[src/design/rsu_pkg.sv]
// ============================================================================
// rsu_pkg
// Shared types, constants and character helpers for the radix string parser.
// ============================================================================
package rsu_pkg;

    localparam int WIDTH_DEFAULT   = 32;
    localparam int MAX_LEN_DEFAULT = 65535;

    localparam int RADIX_W = 6;
    localparam int INDEX_W = 16;

    localparam logic [7:0] CH_ZERO  = 8'h30;  // '0'
    localparam logic [7:0] CH_NINE  = 8'h39;  // '9'
    localparam logic [7:0] CH_UP_A  = 8'h41;  // 'A'
    localparam logic [7:0] CH_UP_Z  = 8'h5A;  // 'Z'
    localparam logic [7:0] CH_LO_A  = 8'h61;  // 'a'
    localparam logic [7:0] CH_LO_Z  = 8'h7A;  // 'z'
    localparam logic [7:0] CH_X_LO  = 8'h78;  // 'x'
    localparam logic [7:0] CH_X_UP  = 8'h58;  // 'X'
    localparam logic [7:0] CH_MINUS = 8'h2D;  // '-'
    localparam logic [7:0] CH_PLUS  = 8'h2B;  // '+'
    localparam logic [7:0] CH_SP    = 8'h20;
    localparam logic [7:0] CH_TAB   = 8'h09;
    localparam logic [7:0] CH_CR    = 8'h0D;

    localparam logic [7:0] UP_OFFSET = CH_UP_A - 8'd10;
    localparam logic [7:0] LO_OFFSET = CH_LO_A - 8'd10;

    localparam logic [RADIX_W-1:0] RADIX_AUTO = 6'd0;
    localparam logic [RADIX_W-1:0] RADIX_OCT  = 6'd8;
    localparam logic [RADIX_W-1:0] RADIX_DEC  = 6'd10;
    localparam logic [RADIX_W-1:0] RADIX_HEX  = 6'd16;

    // no-digit code; never below any 6-bit radix
    localparam logic [RADIX_W-1:0] DIGIT_NONE = 6'd63;

    typedef enum logic [2:0] {
        PH_IDLE   = 3'd0,
        PH_LEAD   = 3'd1,
        PH_SIGNED = 3'd2,
        PH_ZERO   = 3'd3,
        PH_HEX1   = 3'd4,
        PH_DIGITS = 3'd5
    } phase_t;

    typedef enum logic [1:0] {
        DS_NONE   = 2'd0,
        DS_DIGITS = 2'd1,
        DS_OVFL   = 2'd2
    } digit_status_t;

    typedef struct packed {
        logic emit;
        logic converted;
        logic overflowed;
    } res_flags_t;

    function automatic logic [RADIX_W-1:0] char_digit(input logic [7:0] c);
        logic [RADIX_W-1:0] d;
        d = DIGIT_NONE;
        if (c >= CH_ZERO && c <= CH_NINE) begin
            d = RADIX_W'(c - CH_ZERO);
        end else if (c >= CH_UP_A && c <= CH_UP_Z) begin
            d = RADIX_W'(c - UP_OFFSET);
        end else if (c >= CH_LO_A && c <= CH_LO_Z) begin
            d = RADIX_W'(c - LO_OFFSET);
        end
        return d;
    endfunction

    function automatic logic is_space(input logic [7:0] c);
        return (c == CH_SP) || (c >= CH_TAB && c <= CH_CR);
    endfunction

endpackage

[src/design/rsu_digit_alu.sv]
// ============================================================================
// rsu_digit_alu
// Multiply-add of one digit into the accumulator with overflow detection.
// ============================================================================
module rsu_digit_alu #(
    parameter int WIDTH = rsu_pkg::WIDTH_DEFAULT
) (
    input  logic [WIDTH-1:0]            acc,
    input  logic [rsu_pkg::RADIX_W-1:0] base,
    input  logic [rsu_pkg::RADIX_W-1:0] digit,
    output logic [WIDTH-1:0]            sum,
    output logic                        ovfl
);

    localparam int PROD_W = WIDTH + rsu_pkg::RADIX_W;

    logic [PROD_W-1:0] prod;

    // acc*base < 2^(WIDTH+6), and +digit cannot carry past that bound
    assign prod = PROD_W'(acc) * PROD_W'(base) + PROD_W'(digit);
    assign sum  = prod[WIDTH-1:0];
    assign ovfl = |prod[PROD_W-1:WIDTH];

endmodule

[src/design/rsu_parse_core.sv]
// ============================================================================
// rsu_parse_core
// Parse state and per-character decode; one character per step.
// ============================================================================
module rsu_parse_core #(
    parameter int WIDTH   = rsu_pkg::WIDTH_DEFAULT,
    parameter int MAX_LEN = rsu_pkg::MAX_LEN_DEFAULT
) (
    input  logic                        clk,
    input  logic                        rstn,
    input  logic                        step,
    input  logic [7:0]                  ch,
    input  logic                        start,
    input  logic [rsu_pkg::RADIX_W-1:0] radix,
    output logic [WIDTH-1:0]            res_value,
    output logic [rsu_pkg::INDEX_W-1:0] res_index,
    output rsu_pkg::res_flags_t         res_flags
);

    localparam int POS_W = $clog2(MAX_LEN + 1);
    localparam logic [POS_W-1:0] POS_MAX = POS_W'(MAX_LEN);
    localparam logic [31:0] INDEX_SAT = 32'((1 << rsu_pkg::INDEX_W) - 1);

    rsu_pkg::phase_t              phase_reg, phase_next, cur_phase;
    rsu_pkg::digit_status_t       status_reg, status_next, cur_status, status_in;
    logic [WIDTH-1:0]             acc_reg, acc_next, cur_acc;
    logic                         neg_reg, neg_next, cur_neg;
    logic [rsu_pkg::RADIX_W-1:0]  radix_reg, radix_next, cur_radix, eff_radix;
    logic [POS_W-1:0]             pos_reg, pos_next, cur_pos;

    logic [rsu_pkg::RADIX_W-1:0]  dval;
    logic                         first_zero, is_x, take, digit_bad;
    logic [WIDTH-1:0]             alu_sum;
    logic                         alu_ovfl;
    logic [31:0]                  idx_wide;

    // a start beat restarts the parse from this character
    assign cur_phase  = start ? rsu_pkg::PH_LEAD : phase_reg;
    assign cur_status = start ? rsu_pkg::DS_NONE : status_reg;
    assign cur_acc    = start ? '0 : acc_reg;
    assign cur_neg    = start ? 1'b0 : neg_reg;
    assign cur_radix  = start ? radix : radix_reg;
    assign cur_pos    = start ? '0 : pos_reg;

    assign dval       = rsu_pkg::char_digit(ch);
    assign is_x       = (ch == rsu_pkg::CH_X_LO) || (ch == rsu_pkg::CH_X_UP);
    assign first_zero = (ch == rsu_pkg::CH_ZERO) &&
                        ((cur_radix == rsu_pkg::RADIX_AUTO) ||
                         (cur_radix == rsu_pkg::RADIX_HEX));

    // decode: does this character go through the digit path, and in which base
    always_comb begin
        take      = 1'b0;
        eff_radix = cur_radix;
        status_in = cur_status;
        case (cur_phase)
            rsu_pkg::PH_LEAD: begin
                if (!rsu_pkg::is_space(ch) && ch != rsu_pkg::CH_MINUS &&
                    ch != rsu_pkg::CH_PLUS && !first_zero) begin
                    take = 1'b1;
                    if (cur_radix == rsu_pkg::RADIX_AUTO) eff_radix = rsu_pkg::RADIX_DEC;
                end
            end
            rsu_pkg::PH_SIGNED: begin
                if (!first_zero) begin
                    take = 1'b1;
                    if (cur_radix == rsu_pkg::RADIX_AUTO) eff_radix = rsu_pkg::RADIX_DEC;
                end
            end
            rsu_pkg::PH_ZERO: begin
                if (!is_x) begin
                    take      = 1'b1;
                    status_in = rsu_pkg::DS_DIGITS;  // the leading zero counts
                    if (cur_radix == rsu_pkg::RADIX_AUTO) eff_radix = rsu_pkg::RADIX_OCT;
                end
            end
            rsu_pkg::PH_HEX1, rsu_pkg::PH_DIGITS: begin
                take = 1'b1;
            end
            default: begin
                take = 1'b0;
            end
        endcase
    end

    assign digit_bad = (eff_radix == rsu_pkg::RADIX_AUTO) || (dval >= eff_radix);

    rsu_digit_alu #(
        .WIDTH(WIDTH)
    ) u_alu (
        .acc  (cur_acc),
        .base (eff_radix),
        .digit(dval),
        .sum  (alu_sum),
        .ovfl (alu_ovfl)
    );

    // next state
    always_comb begin
        phase_next  = cur_phase;
        status_next = status_in;
        acc_next    = cur_acc;
        neg_next    = cur_neg;
        radix_next  = cur_radix;
        pos_next    = cur_pos;
        if (cur_phase != rsu_pkg::PH_IDLE && cur_pos < POS_MAX) begin
            pos_next = cur_pos + 1'b1;
        end
        case (cur_phase)
            rsu_pkg::PH_LEAD: begin
                if (ch == rsu_pkg::CH_MINUS) begin
                    neg_next   = 1'b1;
                    phase_next = rsu_pkg::PH_SIGNED;
                end else if (ch == rsu_pkg::CH_PLUS) begin
                    phase_next = rsu_pkg::PH_SIGNED;
                end else if (first_zero && !rsu_pkg::is_space(ch)) begin
                    phase_next = rsu_pkg::PH_ZERO;
                end
            end
            rsu_pkg::PH_SIGNED: begin
                if (first_zero) phase_next = rsu_pkg::PH_ZERO;
            end
            rsu_pkg::PH_ZERO: begin
                if (is_x) begin
                    radix_next = rsu_pkg::RADIX_HEX;
                    phase_next = rsu_pkg::PH_HEX1;
                end
            end
            default: begin
                phase_next = cur_phase;
            end
        endcase
        if (take) begin
            radix_next = eff_radix;
            if (digit_bad) begin
                phase_next = rsu_pkg::PH_IDLE;
            end else begin
                phase_next = rsu_pkg::PH_DIGITS;
                // saturated value stays put
                if (status_in != rsu_pkg::DS_OVFL) begin
                    if (alu_ovfl) begin
                        status_next = rsu_pkg::DS_OVFL;
                        acc_next    = '1;
                    end else begin
                        status_next = rsu_pkg::DS_DIGITS;
                        acc_next    = alu_sum;
                    end
                end
            end
        end
    end

    // result of a terminating character
    assign idx_wide = 32'(cur_pos);

    always_comb begin
        res_flags.emit       = step && take && digit_bad;
        res_flags.converted  = (status_in != rsu_pkg::DS_NONE);
        res_flags.overflowed = (status_in == rsu_pkg::DS_OVFL);
        res_value            = cur_acc;
        if (cur_neg && status_in == rsu_pkg::DS_DIGITS) begin
            res_value = '0 - cur_acc;
        end
        res_index = '0;
        if (status_in != rsu_pkg::DS_NONE) begin
            res_index = (idx_wide > INDEX_SAT) ? INDEX_SAT[rsu_pkg::INDEX_W-1:0]
                                               : idx_wide[rsu_pkg::INDEX_W-1:0];
        end
    end

    always_ff @(posedge clk) begin
        if (!rstn) begin
            phase_reg  <= rsu_pkg::PH_IDLE;
            status_reg <= rsu_pkg::DS_NONE;
            acc_reg    <= '0;
            neg_reg    <= 1'b0;
            radix_reg  <= '0;
            pos_reg    <= '0;
        end else if (step) begin
            phase_reg  <= phase_next;
            status_reg <= status_next;
            acc_reg    <= acc_next;
            neg_reg    <= neg_next;
            radix_reg  <= radix_next;
            pos_reg    <= pos_next;
        end
    end

endmodule

[src/design/radix_string_to_unsigned_parser.sv]
// ============================================================================
// radix_string_to_unsigned_parser
// Streaming string-to-unsigned converter, one character byte per beat.
// ============================================================================
// Path: an accepted input beat reaches its result on m_tvalid through the input
//   register, then parse logic into the result register.
// Throughput: 1 character per cycle while the result register can take a beat;
//   one digit multiply-add per cycle in rsu_digit_alu sets the per-character work.
// Reset: aresetn (sync, active low) empties both registers and returns the
//   parser to idle with cleared accumulator, sign, radix and position.
// ============================================================================
module radix_string_to_unsigned_parser #(
    parameter  int WIDTH    = rsu_pkg::WIDTH_DEFAULT,
    parameter  int MAX_LEN  = rsu_pkg::MAX_LEN_DEFAULT,
    localparam int M_DATA_W = ((WIDTH + rsu_pkg::INDEX_W + 7) / 8) * 8
) (
    input  logic                aclk,
    input  logic                aresetn,
    // character side
    input  logic                s_tvalid,
    output logic                s_tready,
    input  logic [7:0]          s_tdata,   // [7:0] ch
    input  logic [6:0]          s_tuser,   // [0] start_req, [6:1] radix
    // result side
    output logic                m_tvalid,
    input  logic                m_tready,
    output logic [M_DATA_W-1:0] m_tdata,   // [WIDTH-1:0] value, next 16 end_index, zero pad
    output logic [1:0]          m_tuser    // [0] converted, [1] overflowed
);

    localparam int PAD_W = M_DATA_W - WIDTH - rsu_pkg::INDEX_W;

    // input register
    logic                         in_valid_reg, in_valid_next;
    logic [7:0]                   in_ch_reg;
    logic                         in_start_reg;
    logic [rsu_pkg::RADIX_W-1:0]  in_radix_reg;

    // result register
    logic                         out_valid_reg, out_valid_next;
    logic [WIDTH-1:0]             out_value_reg;
    logic [rsu_pkg::INDEX_W-1:0]  out_index_reg;
    logic                         out_conv_reg;
    logic                         out_ovfl_reg;

    logic                         fire;
    logic                         s_beat;
    logic [WIDTH-1:0]             res_value;
    logic [rsu_pkg::INDEX_W-1:0]  res_index;
    rsu_pkg::res_flags_t          res_flags;
    logic                         pad_unused;

    // parse step happens when the result register can take a beat
    assign fire     = in_valid_reg && (!out_valid_reg || m_tready);
    assign s_tready = !in_valid_reg || fire;
    assign s_beat   = s_tvalid && s_tready;

    rsu_parse_core #(
        .WIDTH  (WIDTH),
        .MAX_LEN(MAX_LEN)
    ) u_core (
        .clk      (aclk),
        .rstn     (aresetn),
        .step     (fire),
        .ch       (in_ch_reg),
        .start    (in_start_reg),
        .radix    (in_radix_reg),
        .res_value(res_value),
        .res_index(res_index),
        .res_flags(res_flags)
    );

    always_comb begin
        in_valid_next = in_valid_reg;
        if (s_beat) begin
            in_valid_next = 1'b1;
        end else if (fire) begin
            in_valid_next = 1'b0;
        end
    end

    // only a terminating character produces an output beat
    always_comb begin
        out_valid_next = out_valid_reg;
        if (res_flags.emit) begin
            out_valid_next = 1'b1;
        end else if (m_tready) begin
            out_valid_next = 1'b0;
        end
    end

    always_ff @(posedge aclk) begin
        if (!aresetn) begin
            in_valid_reg  <= 1'b0;
            out_valid_reg <= 1'b0;
        end else begin
            in_valid_reg  <= in_valid_next;
            out_valid_reg <= out_valid_next;
        end
    end

    always_ff @(posedge aclk) begin
        if (s_beat) begin
            in_ch_reg    <= s_tdata;
            in_start_reg <= s_tuser[0];
            in_radix_reg <= s_tuser[6:1];
        end
        if (res_flags.emit) begin
            out_value_reg <= res_value;
            out_index_reg <= res_index;
            out_conv_reg  <= res_flags.converted;
            out_ovfl_reg  <= res_flags.overflowed;
        end
    end

    assign pad_unused = 1'b0;
    assign m_tvalid   = out_valid_reg;
    assign m_tdata    = {{PAD_W{pad_unused}}, out_index_reg, out_value_reg};
    assign m_tuser    = {out_ovfl_reg, out_conv_reg};

    // saturation leaves all ones
    a_ovfl_all_ones: assert property (@(posedge aclk) disable iff (!aresetn)
        out_valid_reg && out_ovfl_reg |-> out_value_reg == {WIDTH{1'b1}})
        else $error("overflowed result not saturated");

    // an overflowed result has converted digits
    a_ovfl_conv: assert property (@(posedge aclk) disable iff (!aresetn)
        out_valid_reg && out_ovfl_reg |-> out_conv_reg)
        else $error("overflow without conversion");

    // nothing converted gives zero value and zero index
    a_no_conv_zero: assert property (@(posedge aclk) disable iff (!aresetn)
        out_valid_reg && !out_conv_reg |-> out_value_reg == '0 && out_index_reg == '0)
        else $error("empty conversion carries data");

    // a result beat needs a character consumed in the cycle before
    a_emit_needs_step: assert property (@(posedge aclk) disable iff (!aresetn)
        $rose(out_valid_reg) |-> $past(fire))
        else $error("result without a parse step");

endmodule
[config.mk]
export PLATFORM = sky130hd
export DESIGN_NAME = radix_string_to_unsigned_parser
export DESIGN_NICKNAME = d
export VERILOG_FILES = /design/src/design/rsu_pkg.sv /design/src/design/rsu_digit_alu.sv /design/src/design/rsu_parse_core.sv /design/src/design/radix_string_to_unsigned_parser.sv
export SDC_FILE = /design/constraint.sdc
export NUM_CORES = 1
export LEC_CHECK = 0
export BUFFER_PORTS_ARGS = -buffer_cell sky130_fd_sc_hd__buf_2
export CELL_PAD_IN_SITES_DETAIL_PLACEMENT = 1
export CELL_PAD_IN_SITES_GLOBAL_PLACEMENT = 1
export CORE_MARGIN = 5
export CORE_UTILIZATION = 42
export DETAILED_ROUTE_END_ITERATION = 12
export GPL_TIMING_DRIVEN = 0
export PLACE_DENSITY_LB_ADDON = 0.1
export SLEW_MARGIN = 5
export SYNTH_ARGS = -nofsm -noshare
export SYNTH_HDL_FRONTEND = slang
export SYNTH_SLANG_ARGS = --single-unit
[constraint.sdc]
create_clock -name aclk -period 6.7 [get_ports aclk]
set_input_delay 1.34 -clock aclk [delete_from_list [all_inputs] [get_ports aclk]]
set_output_delay 1.34 -clock aclk [all_outputs]
set_load 0.1 [all_outputs]
==> results of run 1 <==
==> final timing paths <==
check / startpoint / endpoint / cells after the start
max: in_ch_reg[0] / u_core.acc_reg[9] / 30
min: u_core.pos_reg[1] / u_core.pos_reg[1] / 2
max reg2reg: in_ch_reg[0] / u_core.acc_reg[9] / 30
min reg2reg: u_core.pos_reg[1] / u_core.pos_reg[1] / 2
==> synth_stat cells (all sizes together), types with 9 or more instances <==
master  count
edfxtp     65
nand2     147
nand2b     41
nor3       28
a21o       15
a21oi      81
o221ai     26
fa        124
xor2       20
nand4      11
buf        15
a211oi     13
clkbuf     69
ha         98
o21ai      60
nor2      130
dfxtp      62
a31oi       9
and2      142
xnor2      45
nand3      34
nor2b      41
inv        68
==> area by class of cell <==
cell class	count	area (um^2)
Clock inverter	11	71.3
Clock buffer	21	440
Timing Repair inverter	1	5.00
Fill cell	3518	14700
Multi-Input combinational cell	1206	10700
Buffer	69	509
Timing Repair Buffer	150	1040
Sequential cell	127	3190
Inverter	69	264
Tap cell	402	503
==> cells by family (layout without fill, tap and decap cells) <==
logic type	Yosys count	after routing
buf+inv	153	321
xor+xnor	65	65
fa+ha+maj	222	222
flops	127	127
simple gates	621	621
mux	8	8
compound gates	290	290
==> power by group <==
| group | switching (mW) | internal (mW) |
|---|---|---|
| logic | 0.372 | 0.170 |
| registers | 0.0223 | 0.847 |
| clock network | 0.364 | 0.468 |
==> worst reg2reg max path, delay by kind of cell (launching register included) <==
kind                       cells  cell delay [ns]
AOI/OAI and AO/OA              9             1.67
DFF                            1             0.48
and+or+nand+nor                8             1.23
buffers and inverters          7             1.10
adders and majority gates      6             2.32
==> what timing repair did <==
item | in CTS | in global routing
hold buffers | 0 | 0
pin swaps | 73 | 50
setup buffers | 65 | 13
endpoints found under the setup margin | 34 | 34
gates cloned | 3 | 0
resized for setup | 255 | 63
==> metal layers <==
metal  up-vias  part of all wire  wire length [um]
li1       5468                 -                 -
met2       383              0.49             24900
met4         0             0.048              2450
met1      6208              0.41             20700
met3       130             0.053              2690
met5         -                 0                 0
==> metrics by stage <==
| step | util | setup WS (ns) | std cells | hold slack [ns] |
|---|---|---|---|---|
| 6_report | 0.532 | -0.240 | 2056 | 0.460 |
| 5_1_grt | 0.532 | -0.421 | 2056 | 0.499 |
| 4_1_cts | 0.519 | -0.0273 | 2045 | 0.452 |
| 3_5_place_dp | 0.451 | -3.33 | 1960 | 0.444 |
| 3_3_place_gp | 0.450 | -3.27 | 1958 | 0.442 |
| 2_1_floorplan | - | 0.0212 | 1486 | 0.432 |
==> flow_metrics.tcl, run 1 <==
set metrics [dict create \
    powerDensity_mw_per_mm2 134 \
    grt_overflow_total 0 \
    area_delta_synth_final_pct 25.8 \
    ios 71 \
    setup-violations-final 34 \
    crit_fanout 6 \
    yosys.area_share.simple 0.240 \
    antenna_found_initial 0 \
    root_buffer "clkbuf_16" \
    dr_total_vias 12189 \
    power.total_mw 2.24 \
    numCtsBuffers 17 \
    ys.flop_type "edfxtp_1" \
    yosys.area.top_type "fa_1" \
    clk_pin_slew_ns 0.07 \
    synth_xor_area_frac 0.0427 \
    async_flop_share 0 \
    grt.met3_usage 0.0521 \
    drv_cap 0 \
    synth_top_family_by_area "adder cells" \
    violations "setup timing" \
    first_pass_iters 6 \
    dieWidth_um 188 \
    clock_path_buffers 2 \
    max_freq_mhz 144 \
    yosysWarnings 0 \
    hpwlAfterDp_um 37600 \
    ir_drop_uv 188 \
    maxSlewHeadroom 0.202 \
    synth_compound_gate_area_share 0.146 \
    tritoncts "built" \
    mostFrequentLayoutCells "nand2_1, and2_1, fa_1, nor2_1, buf_2" \
    synth_cell_type_count 78 \
    postSynthCellCount 1486 \
    reg2reg_slack_ns -0.24 \
    crit_required_ns 6.98 \
    use_met2 0.491 \
    synth-edff-count 65 \
    wl_um 50700 \
    cp_num_buf_inv 7 \
    synth.area.mux_share 0.00657 \
    tightest_slew_ns 1.17 \
    crit_type "reg -> reg" \
    drive_gt1_frac 0.242 \
    grtUsageMet1 0.349 \
    endpoint_kind "register" \
    start_util 0.423 \
    dpl_cell_area_mm2 0.0142 \
    rsz0062_at_grt "true" \
    synth_top_area_frac 0.186 \
    grt_usage 0.284 \
    port_buffers 70 \
    timing_hold_violations_final 0 \
    period_minus_slack_ns 6.94 \
    drc_errors 0 \
    syn_nets 1727 \
    startpoint_type "register" \
    outcome "finished, violations left" \
    grt_max_degree 41 \
    fin_setup_tns_ns -6.09 \
    nNetsFinal 1882 \
    insertion_delay_ns 0.43 \
    grt_pass1_vias 13031 \
    cts.sinks 127 \
    core_mm2 0.0315 \
    synthTopCellsByArea "fa_1, edfxtp_1, dfxtp_1" \
    grt_pass1_wl_um 77300 \
    cp_slowest_cell "fa_1" \
    antennaDiodeCount 0 \
    gp_congestion 0.906 \
    top_usage_layer "met2" \
    layout_commonest_cell "nand2_1" \
    cts-htree-levels 4 \
    synth-seq-cells 127 \
    crit_family "adder cells" \
    worstHoldPathType "reg -> reg" \
    crit_path_max_incr_delay_ns 0.52 \
    cp.arrival_ns 7.22 \
    drtAntennaViolNets 0 \
    dr.first_iter.drc_count 737 \
    die_height_um 188 \
    rows 65 \
    p_leak_nw 7.08 \
    fin_area_mm2 0.0168 \
    vias_per_cell 5.93 \
    yosysSeqAreaShare 0.240 \
    syn_area_mm2 0.0133 \
    finalMaxSlewViolations 0 \
    fin_skew_ns 0.0131 \
    wire_per_inst_um 24.6 \
    timing.final.crit_share 1.04 \
    setup_ws_ns -0.240 \
    synth_area_per_cell_um2 8.96 \
    synthAdderAreaFrac 0.278 \
    fp.dieArea_mm2 0.0354 \
]
(Power assumes the default switching activity.)
==> run 2: changes to the inputs <==
--- a/config.mk
+++ b/config.mk
@@ -13,6 +13,7 @@
 export DETAILED_ROUTE_END_ITERATION = 12
 export GPL_TIMING_DRIVEN = 0
 export PLACE_DENSITY_LB_ADDON = 0.1
+export SETUP_SLACK_MARGIN = 0.15
 export SLEW_MARGIN = 5
 export SYNTH_ARGS = -nofsm -noshare
 export SYNTH_HDL_FRONTEND = slang
==> flow_metrics.tcl, run 2 (synthesis results as in run 1) <==
set metrics [dict create \
    ir_drop_uv 175 \
    endpoint_kind "register" \
    rsz0062_at_grt "true" \
    fin_util 0.545 \
    dpl_cell_area_mm2 0.0142 \
    wire_per_inst_um 25.0 \
    grt_pass1_wl_um 77200 \
    worstHoldPathType "reg -> reg" \
    max_freq_mhz 143 \
    reg2reg_slack_ns -0.31 \
    ios 71 \
    mostFrequentLayoutCells "and2_1, nand2_1, fa_1, nor2_1, buf_4" \
    grt_pass1_vias 13035 \
    setup-violations-final 34 \
    p_clk_frac 0.382 \
    powerDensity_mw_per_mm2 134 \
    drv_cap 0 \
    timing_hold_violations_final 0 \
    clk_pin_slew_ns 0.07 \
    numCtsBuffers 17 \
    cts-htree-levels 4 \
    crit_fanout 7 \
    cp_common_cell "buf_4" \
    final-instance-count-excl-fill 2085 \
    crit_type "reg -> reg" \
    insertion_delay_ns 0.44 \
    power.share.combinational 0.240 \
    dr_total_vias 12437 \
    dieWidth_um 188 \
    switching_share 0.339 \
    fin_skew_ns 0.0120 \
    finalMaxSlewViolations 0 \
    vias_per_cell 5.96 \
    grt_usage 0.283 \
    cts.sinks 127 \
    switchingPower_uw 780 \
    layout_commonest_cell "and2_1" \
    cp.arrival_ns 7.33 \
    core_mm2 0.0315 \
    pwr-share-seq 0.378 \
    violations "setup timing" \
    first_pass_iters 5 \
    fin_area_mm2 0.0172 \
    whs_endpoint "u_core.pos_reg[1]" \
    area_delta_synth_final_pct 28.8 \
    rows 65 \
    tritoncts "built" \
    intPower_mw 1.52 \
    startpoint_type "register" \
    antennaDiodeCount 0 \
    hpwlAfterDp_um 37500 \
    crit_required_ns 7.03 \
    drc_errors 0 \
    die_height_um 188 \
    fp.dieArea_mm2 0.0354 \
    tightest_slew_ns 1.25 \
    nNetsFinal 1911 \
    gp_congestion 0.909 \
    drive_gt1_frac 0.263 \
    crit_path_max_incr_delay_ns 0.56 \
    r2r_cells 29 \
    dp_cells 1960 \
    root_buffer "clkbuf_16" \
    cp_slowest_cell "fa_1" \
    p_leak_nw 7.33 \
    hold_path_depth 2 \
    maxSlewHeadroom 0.161 \
    preCtsSetupSlack_ns -3.09 \
    grt_overflow_total 0 \
    reg2reg_to "u_core.acc_reg[15]" \
    drtAntennaViolNets 0 \
    power.total_mw 2.30 \
    timing.final.crit_share 1.05 \
    wl_um 52100 \
    clock_path_buffers 2 \
    antenna_found_initial 2 \
    setup_ws_ns -0.306 \
    min-delay-start "u_core.pos_reg[1]" \
    dr.first_iter.drc_count 767 \
    outcome "finished, violations left" \
    holdWs_ns 0.462 \
    start_util 0.423 \
    period_minus_slack_ns 7.01 \
    reg2reg_from "in_start_reg" \
    port_buffers 70 \
    grt_max_degree 41 \
    fin_setup_tns_ns -8.31 \
]
## run 2: changes by cell type in the layout (fill, tap and decap cells not counted), sizes merged
cell    previous run  this run
buf              165       192
clkinv             9         6
clkbuf            75        80
## run 2: worst max-delay path, delay by kind of cell, from the launching register on
kind                       cells  cell delay (ns)
and+or+nand+nor                6             1.18
buffers and inverters          9             1.23
DFF                            1             0.39
AOI/OAI and AO/OA              8             1.88
xor gates and xnor gates       1             0.20
adders and majority gates      5             1.98
## run 2: area by class of cell
class                      instances  area (um^2)
fill                            3563        14300
multi-input combinational       1206        10800
sequential                       127         3190
timing repair buffer             165         1210
buffer                            84          631
tap                              402          503
clock buffer                      23          479
inverter                          69          272
clock inverter                     9         61.3
## run 2: power by group through the flow
stage / logic, mW / registers [mW] / clock network, mW
after floorplan: 0.203 / 0.967 / 0
after global placement: 0.412 / 0.886 / 0
after detailed placement: 0.420 / 0.886 / 0
after CTS: 0.493 / 0.869 / 0.881
after global routing: 0.576 / 0.872 / 0.920
final: 0.552 / 0.870 / 0.878
## run 2: repair_timing
action / CTS / global route
hold buffers: 0 / 0
gates resized for setup: 221 / 184
cloned: 2 / 1
setup endpoints to repair: 34 / 34
setup buffers: 53 / 37
pin swaps: 68 / 120
## run 2: routing by layer
layer	GRT usage	wire, um	vias up
met5	0	7	-
met4	0.106	2300	2
met3	0.0432	2640	132
met2	0.490	25700	441
met1	0.356	21500	6341
li1	-	-	5521
## run 2: how the worst max path moves through the flow
stage	start	endpoint	slack, ns	depth (start not counted)
6_report	in_start_reg	u_core.acc_reg[15]	-0.31	29
3_5_place_dp	in_start_reg	u_core.acc_reg[30]	-3.09	28
4_1_cts	in_start_reg	u_core.acc_reg[31]	-0.23	30
5_1_grt	in_start_reg	u_core.acc_reg[15]	-0.57	29
2_1_floorplan	in_ch_reg[5]	u_core.status_reg[0]	0.15	26
3_3_place_gp	in_start_reg	u_core.acc_reg[31]	-3.02	28
